===== config.mk =====
export PLATFORM = sky130hd
export DESIGN_NAME = ip_address_pool_allocator
export DESIGN_NICKNAME = d
export VERILOG_FILES = /design/src/design/ipa_pkg.sv /design/src/design/ipa_bitmap_mem.sv /design/src/design/ip_address_pool_allocator.sv
export SDC_FILE = /design/constraint.sdc
export NUM_CORES = 2
export LEC_CHECK = 0
export BUFFER_PORTS_ARGS = -buffer_cell sky130_fd_sc_hd__buf_4
export CAP_MARGIN = 20
export CORE_UTILIZATION = 54
export CTS_CLUSTER_DIAMETER = 60
export DETAILED_ROUTE_END_ITERATION = 10
export PLACE_DENSITY = 0.78
export SYNTH_ARGS = -nofsm -noshare
export SYNTH_HDL_FRONTEND = slang
export SYNTH_SLANG_ARGS = --single-unit

===== constraint.sdc =====
create_clock -name aclk -period 8.5 [get_ports aclk]
set_input_delay 0 -clock aclk [delete_from_list [all_inputs] [get_ports aclk]]
set_output_delay 0 -clock aclk [all_outputs]
set_load 0.02 [all_outputs]

===== src/design/ipa_pkg.sv =====
// Shared constants, types and encoder functions for the address pool allocator.
package ipa_pkg;

    localparam int POOL_DEPTH = 1024;
    localparam int WORD_W     = 32;
    localparam int NUM_WORDS  = POOL_DEPTH / WORD_W;
    localparam int WIDX_W     = (NUM_WORDS > 1) ? $clog2(NUM_WORDS) : 1;
    localparam int BIT_W      = $clog2(WORD_W);
    localparam int SLOT_W     = WIDX_W + BIT_W;
    localparam int CNT_W      = $clog2(POOL_DEPTH + 1);
    localparam int ADDR_W     = 32;
    localparam int SIZE_W     = 11;
    localparam int CFG_IDX_W  = 1;
    localparam int CFG_DATA_W = 32;
    localparam int IN_DATA_W  = ((ADDR_W + 7) / 8) * 8;
    localparam int OUT_DATA_W = ((ADDR_W + CNT_W + 7) / 8) * 8;
    localparam int OUT_PAD_W  = OUT_DATA_W - ADDR_W - CNT_W;

    localparam logic [CFG_IDX_W-1:0] REG_POOL_BASE = 1'd0;
    localparam logic [CFG_IDX_W-1:0] REG_POOL_SIZE = 1'd1;

    localparam logic ACT_ALLOC   = 1'b0;
    localparam logic ACT_RELEASE = 1'b1;

    typedef enum logic [1:0] {
        ST_OK        = 2'd0,
        ST_EXHAUSTED = 2'd1,
        ST_OUTSIDE   = 2'd2,
        ST_NOT_ALLOC = 2'd3
    } status_t;

    typedef struct packed {
        logic              rd_en;
        logic [WIDX_W-1:0] rd_idx;
        logic              wr_en;
        logic [WIDX_W-1:0] wr_idx;
        logic [WORD_W-1:0] wr_data;
    } mem_req_t;

    function automatic logic [BIT_W-1:0] first_one_word(input logic [WORD_W-1:0] v);
        logic [BIT_W-1:0] r;
        r = '0;
        for (int i = WORD_W - 1; i >= 0; i--) begin
            if (v[i]) begin
                r = BIT_W'(i);
            end
        end
        return r;
    endfunction

    function automatic logic [WIDX_W-1:0] first_one_summary(input logic [NUM_WORDS-1:0] v);
        logic [WIDX_W-1:0] r;
        r = '0;
        for (int i = NUM_WORDS - 1; i >= 0; i--) begin
            if (v[i]) begin
                r = WIDX_W'(i);
            end
        end
        return r;
    endfunction

endpackage


===== src/design/ipa_bitmap_mem.sv =====
// Free bitmap word memory with per-word valid bits; unwritten words read as all free.
module ipa_bitmap_mem (
    input  logic                            aclk,
    input  logic                            aresetn,
    input  ipa_pkg::mem_req_t               req,
    output logic [ipa_pkg::WORD_W-1:0]      rd_word
);
    import ipa_pkg::*;

    logic [WORD_W-1:0]    mem [NUM_WORDS];
    logic [NUM_WORDS-1:0] valid_reg;
    logic [NUM_WORDS-1:0] valid_next;
    logic [WORD_W-1:0]    rd_data_reg;
    logic                 rd_valid_reg;

    always_comb begin
        valid_next = valid_reg;
        if (req.wr_en) begin
            valid_next[req.wr_idx] = 1'b1;
        end
    end

    always_ff @(posedge aclk) begin
        if (!aresetn) begin
            valid_reg <= '0;
        end else begin
            valid_reg <= valid_next;
        end
    end

    always_ff @(posedge aclk) begin
        if (req.wr_en) begin
            mem[req.wr_idx] <= req.wr_data;
        end
    end

    always_ff @(posedge aclk) begin
        if (req.rd_en) begin
            rd_data_reg  <= mem[req.rd_idx];
            rd_valid_reg <= valid_reg[req.rd_idx];
        end
    end

    assign rd_word = rd_valid_reg ? rd_data_reg : '1;

endmodule


===== src/design/ip_address_pool_allocator.sv =====
// Top level of the IPv4 address pool allocator: request sequencer, counters and output beat.
//
// Requests arrive on the s_ channel: s_tuser is the action (0 allocate, 1 release)
// and s_tdata the address to release. Each request yields exactly one result beat
// on the m_ channel: m_tuser is the status, m_tdata holds the granted address and
// the in-use count. pool_base and pool_size are written through cfg_wr_en,
// cfg_addr and cfg_wr_data; the user must write them only while no request is in
// flight, and the block itself does not enforce this.
// The free bitmap sits in a word memory with a registered read; a summary
// register flags words that still hold a free slot. Each request passes through
// accept, range or count check with word select and memory read, then
// read-modify-write with the result loaded into the output register. A new
// request can be taken in the cycle after the previous result is loaded, not before.
// If the output register is still full, the block holds the modified word and the
// result until the pending beat is taken; s_tready stays low meanwhile.
// Reset empties the pool at once (every slot free, count zero), sets pool_base to
// zero and pool_size to 1024, and drops any pending beat.
module ip_address_pool_allocator (
    input  logic                                aclk,
    input  logic                                aresetn,
    input  logic                                s_tvalid,
    output logic                                s_tready,
    input  logic [ipa_pkg::IN_DATA_W-1:0]       s_tdata,   // [31:0] address
    input  logic                                s_tuser,   // [0] action
    output logic                                m_tvalid,
    input  logic                                m_tready,
    output logic [ipa_pkg::OUT_DATA_W-1:0]      m_tdata,   // [31:0] granted_address,
                                                           // [42:32] in_use_count, rest 0
    output logic [1:0]                          m_tuser,   // [1:0] status
    input  logic                                cfg_wr_en,
    input  logic [ipa_pkg::CFG_IDX_W-1:0]       cfg_addr,
    input  logic [ipa_pkg::CFG_DATA_W-1:0]      cfg_wr_data
);
    import ipa_pkg::*;

    typedef enum logic [2:0] {
        S_IDLE = 3'b001,
        S_LOOK = 3'b010,
        S_MOD  = 3'b100
    } state_t;

    state_t               state_reg, state_next;
    logic                 action_reg, action_next;
    logic [ADDR_W-1:0]    addr_reg, addr_next;
    logic [ADDR_W-1:0]    base_reg, base_next;
    logic [SIZE_W-1:0]    size_reg, size_next;
    logic [CNT_W-1:0]     count_reg, count_next;
    logic [NUM_WORDS-1:0] summary_reg, summary_next;
    logic [WIDX_W-1:0]    widx_reg, widx_next;
    logic [BIT_W-1:0]     bidx_reg, bidx_next;
    logic                 ok_reg, ok_next;
    logic                 m_valid_reg, m_valid_next;
    logic [ADDR_W-1:0]    granted_reg, granted_next;
    status_t              status_reg, status_next;
    logic [CNT_W-1:0]     out_count_reg, out_count_next;

    mem_req_t             mem_req;
    logic [WORD_W-1:0]    rd_word;

    logic [ADDR_W-1:0]    offset;
    logic [31:0]          size_eff;
    logic                 in_range;
    logic                 alloc_ok;
    logic                 go;
    logic [BIT_W-1:0]     free_bit;
    logic [BIT_W-1:0]     sel_bit;
    logic [WORD_W-1:0]    new_word;
    logic                 hit_free;

    ipa_bitmap_mem u_mem (
        .aclk    (aclk),
        .aresetn (aresetn),
        .req     (mem_req),
        .rd_word (rd_word)
    );

    assign s_tready = (state_reg == S_IDLE);
    assign m_tvalid = m_valid_reg;
    assign m_tuser  = status_reg;
    assign m_tdata  = {OUT_PAD_W'(0), out_count_reg, granted_reg};

    always_comb begin
        offset   = addr_reg - base_reg;
        size_eff = (32'(size_reg) < 32'(POOL_DEPTH)) ? 32'(size_reg) : 32'(POOL_DEPTH);
        in_range = 32'(offset) < size_eff;
        alloc_ok = 32'(count_reg) < size_eff;
        go       = !m_valid_reg || m_tready;
        free_bit = first_one_word(rd_word);
        sel_bit  = (action_reg == ACT_ALLOC) ? free_bit : bidx_reg;
        hit_free = rd_word[bidx_reg];
        new_word = rd_word;
        new_word[sel_bit] = (action_reg == ACT_RELEASE);
    end

    always_comb begin
        state_next     = state_reg;
        action_next    = action_reg;
        addr_next      = addr_reg;
        base_next      = base_reg;
        size_next      = size_reg;
        count_next     = count_reg;
        summary_next   = summary_reg;
        widx_next      = widx_reg;
        bidx_next      = bidx_reg;
        ok_next        = ok_reg;
        m_valid_next   = m_valid_reg;
        granted_next   = granted_reg;
        status_next    = status_reg;
        out_count_next = out_count_reg;

        mem_req         = '0;
        mem_req.rd_idx  = widx_next;
        mem_req.wr_idx  = widx_reg;
        mem_req.wr_data = new_word;

        if (m_valid_reg && m_tready) begin
            m_valid_next = 1'b0;
        end

        if (cfg_wr_en) begin
            case (cfg_addr)
                REG_POOL_BASE: base_next = cfg_wr_data[ADDR_W-1:0];
                REG_POOL_SIZE: size_next = cfg_wr_data[SIZE_W-1:0];
                default: ;
            endcase
        end

        case (state_reg)
            S_IDLE: begin
                if (s_tvalid) begin
                    action_next = s_tuser;
                    addr_next   = s_tdata[ADDR_W-1:0];
                    state_next  = S_LOOK;
                end
            end
            S_LOOK: begin
                if (action_reg == ACT_ALLOC) begin
                    widx_next = first_one_summary(summary_reg);
                    ok_next   = alloc_ok;
                end else begin
                    widx_next = offset[SLOT_W-1:BIT_W];
                    ok_next   = in_range;
                end
                bidx_next      = offset[BIT_W-1:0];
                mem_req.rd_en  = ok_next;
                mem_req.rd_idx = widx_next;
                state_next     = S_MOD;
            end
            S_MOD: begin
                if (go) begin
                    m_valid_next = 1'b1;
                    granted_next = '0;
                    if (action_reg == ACT_ALLOC) begin
                        if (ok_reg) begin
                            status_next   = ST_OK;
                            granted_next  = base_reg + ADDR_W'({widx_reg, free_bit});
                            count_next    = count_reg + CNT_W'(1);
                            mem_req.wr_en = 1'b1;
                            summary_next[widx_reg] = |new_word;
                        end else begin
                            status_next = ST_EXHAUSTED;
                        end
                    end else begin
                        if (!ok_reg) begin
                            status_next = ST_OUTSIDE;
                        end else if (hit_free) begin
                            status_next = ST_NOT_ALLOC;
                        end else begin
                            status_next   = ST_OK;
                            mem_req.wr_en = 1'b1;
                            summary_next[widx_reg] = 1'b1;
                            if (count_reg != '0) begin
                                count_next = count_reg - CNT_W'(1);
                            end
                        end
                    end
                    out_count_next = count_next;
                    state_next     = S_IDLE;
                end
            end
            default: state_next = S_IDLE;
        endcase
    end

    always_ff @(posedge aclk) begin
        if (!aresetn) begin
            state_reg   <= S_IDLE;
            base_reg    <= '0;
            size_reg    <= SIZE_W'(1024);
            count_reg   <= '0;
            summary_reg <= '1;
            m_valid_reg <= 1'b0;
        end else begin
            state_reg   <= state_next;
            base_reg    <= base_next;
            size_reg    <= size_next;
            count_reg   <= count_next;
            summary_reg <= summary_next;
            m_valid_reg <= m_valid_next;
        end
    end

    always_ff @(posedge aclk) begin
        action_reg    <= action_next;
        addr_reg      <= addr_next;
        widx_reg      <= widx_next;
        bidx_reg      <= bidx_next;
        ok_reg        <= ok_next;
        granted_reg   <= granted_next;
        status_reg    <= status_next;
        out_count_reg <= out_count_next;
    end

endmodule


==> key figures <==
Synthesis
  • Seq cells post-synth: ~1300
  • Mean Syn Cell Area: about 15 um2
  • Top_reg_cell synth: edfxtp_1
  • Post-synth top cells: 1146 x edfxtp_1, 795 x mux2i_1, 175 x nand2_1
  • Synth area leader: edfxtp_1
  • Syn. warnings: 0
  • Post-synthesis sequential area ratio: 67.1%
  • Post-synth ARST share: 0%
  • Area contributors post-synth: edfxtp_1 63%, mux2i_1 14%, dfxtp_1 4.4%, o22ai_1 1.5%, ha_1 1.4%
  • Cell Area, Synth: approximately 55000 um2
  • Post-synth EDFFs: roughly 1100
  • Count leader, synth: edfxtp_1
  • Synth Instances: ~3700
  • Post-synth top area share: about 63%
  • Netlist cell types: 99

Finish
  • Max reg flops: ~1000
  • Filler cell count: 6953
  • Top reg by flops: u_mem.mem
  • Layout area overhead: 15.9%
  • Fin util: 63.4%
  • Share of layout cells above drive strength 1: 13.3%
  • Nets: 4131

Power
  • Total power draw: ~13 mW
  • Worst IR Drop VDD: roughly 0.18 mV
  • Ratio of total power to cell area: approximately 200 nW/um2
  • Static leakage: around 23 nW

Critical path
  • Crit-path slowest cell: a21oi_4
  • Critical Path Max Stage Delay: approximately 730 ps
  • Element type at the critical path end: flop
  • CP delay by family, top: compound AO/OA/AOI/OAI gates
  • Buffers and inverters on the worst path: 3
  • Worst setup SP type: flop
  • Arr. time, crit path: 6070 ps
  • CP cell instances: inv_1 -> ha_1 -> inv_1 -> fa_1 -> a211oi_1 -> o21ai_0 -> a221oi_1 -> xnor2_1 -> ha_1 -> or4_1 -> a2111oi_0 -> nand4_1 -> nor4_1 -> and4_1 -> nand4_1 -> a21oi_4 -> buf_4
  • CP Data Required Time: slightly below 9000 ps
  • Critical Setup Path Class: reg2reg
  • Crit path max fanout: 20

Floorplanning
  • Die area: between 100000 and 150000 um2
  • I/O pin count: about 120
  • Row count: around 120
  • Core ar.: roughly 100000 um2
  • DIE HEIGHT: 321 um
  • Die Span X: between 300 and 400 um
  • Starting density of the core: a little over half

Timing
  • Top achievable clock speed: 0.177 GHz
  • Max-slew violations: 0
  • Rel. slew slack: roughly 23%
  • RSZ-0062 raised after global routing: false
  • Total Negative Setup Slacks: 0 ps
  • Final setup fails: 0
  • Fin crit period: ~5700 ps
  • Final Hold Vio Count: 0
  • Worst-margin pin slew: about 1200 ps
  • Fin crit share: 66.6%
  • Skew final: 29.5 ps
  • Worst setup margin: 2840 ps

Routing
  • Via count: about 34000
  • Final wirelength: 144000 um
  • Remaining antenna violation count: 0
  • DRT iter0 DRCs: around 4100
  • DR vias/cell: 6.28
  • Routed WL per cell: 26.5 um
  • DRT Pass-1 Iters: 6
  • Post-route DRC: 0

GRT
  • Congestion Overflow GR: 0
  • Total global-route track usage: between 20% and 30%
  • First-pass GRT wire length: 212000 um
  • Pin count of the biggest net entering global routing: 141
  • Initial antenna violation count: 2
  • Vias in the first global route: 33600

Clocking
  • Inserted Clock Buffers: approximately 130
  • Root buffer cell: clkbuf_16
  • Clock buffer depth: 3
  • Sink Count: around 1300
  • Htree depth: 4
  • TritonCTS clock tree: built
  • Worst-path clk slew: ~60 ps
  • Worst-skew pair later-pin latency: between 700 and 800 ps

Place
  • Setup WS pre-CTS: approximately 2900 ps
  • Port Buffers: approximately 120
  • GPL Wtd Cong: 0.985
  • Hpwl dp: between 70000 and 80000 um

Run
  • MaxCap Viol Count: 0

Status
  • Outcome: finished clean

Hold path
  • Hold Crit Class: in2reg
cells in the final DEF (no fill, tap or decap), drive strengths merged, types with 15 or more instances in the layout:
master	instances
dfxtp	122
o21ai	84
mux2i	795
nand2	176
ha	61
clkbuf	162
o22ai	136
nor2b	20
a211oi	19
a21oi	109
nand3	23
and3	15
a21o	25
a31oi	17
and2	20
nor2	158
buf	213
a21boi	51
clkinv	47
nor4	48
nor3	27
dlygate4sd3	146
inv	74
xnor2	44
edfxtp	1146
nand2b	25
o21a	45
nand4	20
or3	15
nor3b	42
worst register-to-register path, cell delays in order (launching register included):
cell and delay, ps:
edfxtp_1 350, inv_1 60, ha_1 160, inv_1 60, fa_1 420, a211oi_1 330
o21ai_0 290, a221oi_1 380, xnor2_1 100, ha_1 170, or4_1 490, a2111oi_0 430
nand4_1 170, nor4_1 210, and4_1 230, nand4_1 310, a21oi_4 730, buf_4 430
repair_timing:
action | 4_1_cts | 5_1_grt
setup buffers | 0 | 0
resized for setup | 0 | 0
hold buffers | 146 | 0
hold endpoints to repair | 107 | 0
routing by layer:
metal | wire length [um] | track usage [%]
met1 | 56200 | 36.5
met2 | 69100 | 45.9
met3 | 12900 | 5.02
met4 | 6000 | 11.8
met5 | 7 | 0
cell type report:
class	count	area [um2]	area share [%]
Timing Repair Buffer	359	3270	5.13
Clock buffer	162	3480	5.46
Sequential cell	1268	36900	57.9
Antenna cell	1	2.50	0.00393
Tap cell	1357	1700	2.67
Inverter	66	248	0.389
Multi-Input combinational cell	2171	17500	27.4
Clock inverter	69	667	1.05
per-stage QoR:
stage          area (um2)  hold slack (ps)  std cells
6_report            63700             64.3       5453
5_1_grt             63700             56.6       5453
3_3_place_gp        57800              178       5062
2_1_floorplan       54900             98.9       3692
4_1_cts             63500             14.4       5443
3_5_place_dp        57900              180       5066
worst paths after layout:
kind | to | from | slack [ps] | cells after the start
worst min-delay path | addr_reg[1] | s_tdata[1] | 60 | 2
worst min register to register | u_mem.valid_reg[20] | u_mem.valid_reg[20] | 460 | 1
worst max register to register | u_mem.rd_data_reg[27] | addr_reg[0] | 2840 | 17
worst max-delay path | u_mem.rd_data_reg[27] | addr_reg[0] | 2840 | 17
cell families (layout without fill, tap and decap cells):
| family | Yosys count | after routing | share of synthesized area, % |
|---|---|---|---|
| and+or+nand+nor | 634 | 634 | 6.04 |
| adders and majority gates | 64 | 64 | 1.48 |
| AOI/OAI and AO/OA | 600 | 600 | 7.52 |
| buffers and inverters | 253 | 656 | 1.87 |
| muxes | 813 | 813 | 15.1 |
| xor gates and xnor gates | 55 | 55 | 0.877 |
| other | 1 | 6 | 0.00683 |
| DFF | 1268 | 1268 | 67.1 |
power breakdown:
group	internal (mW)	switching (mW)
combinational	0.286	0.392
clock	3.20	2.38
sequential	6.76	0.0231
total	10.2	2.80
(Power assumes the default switching activity.)
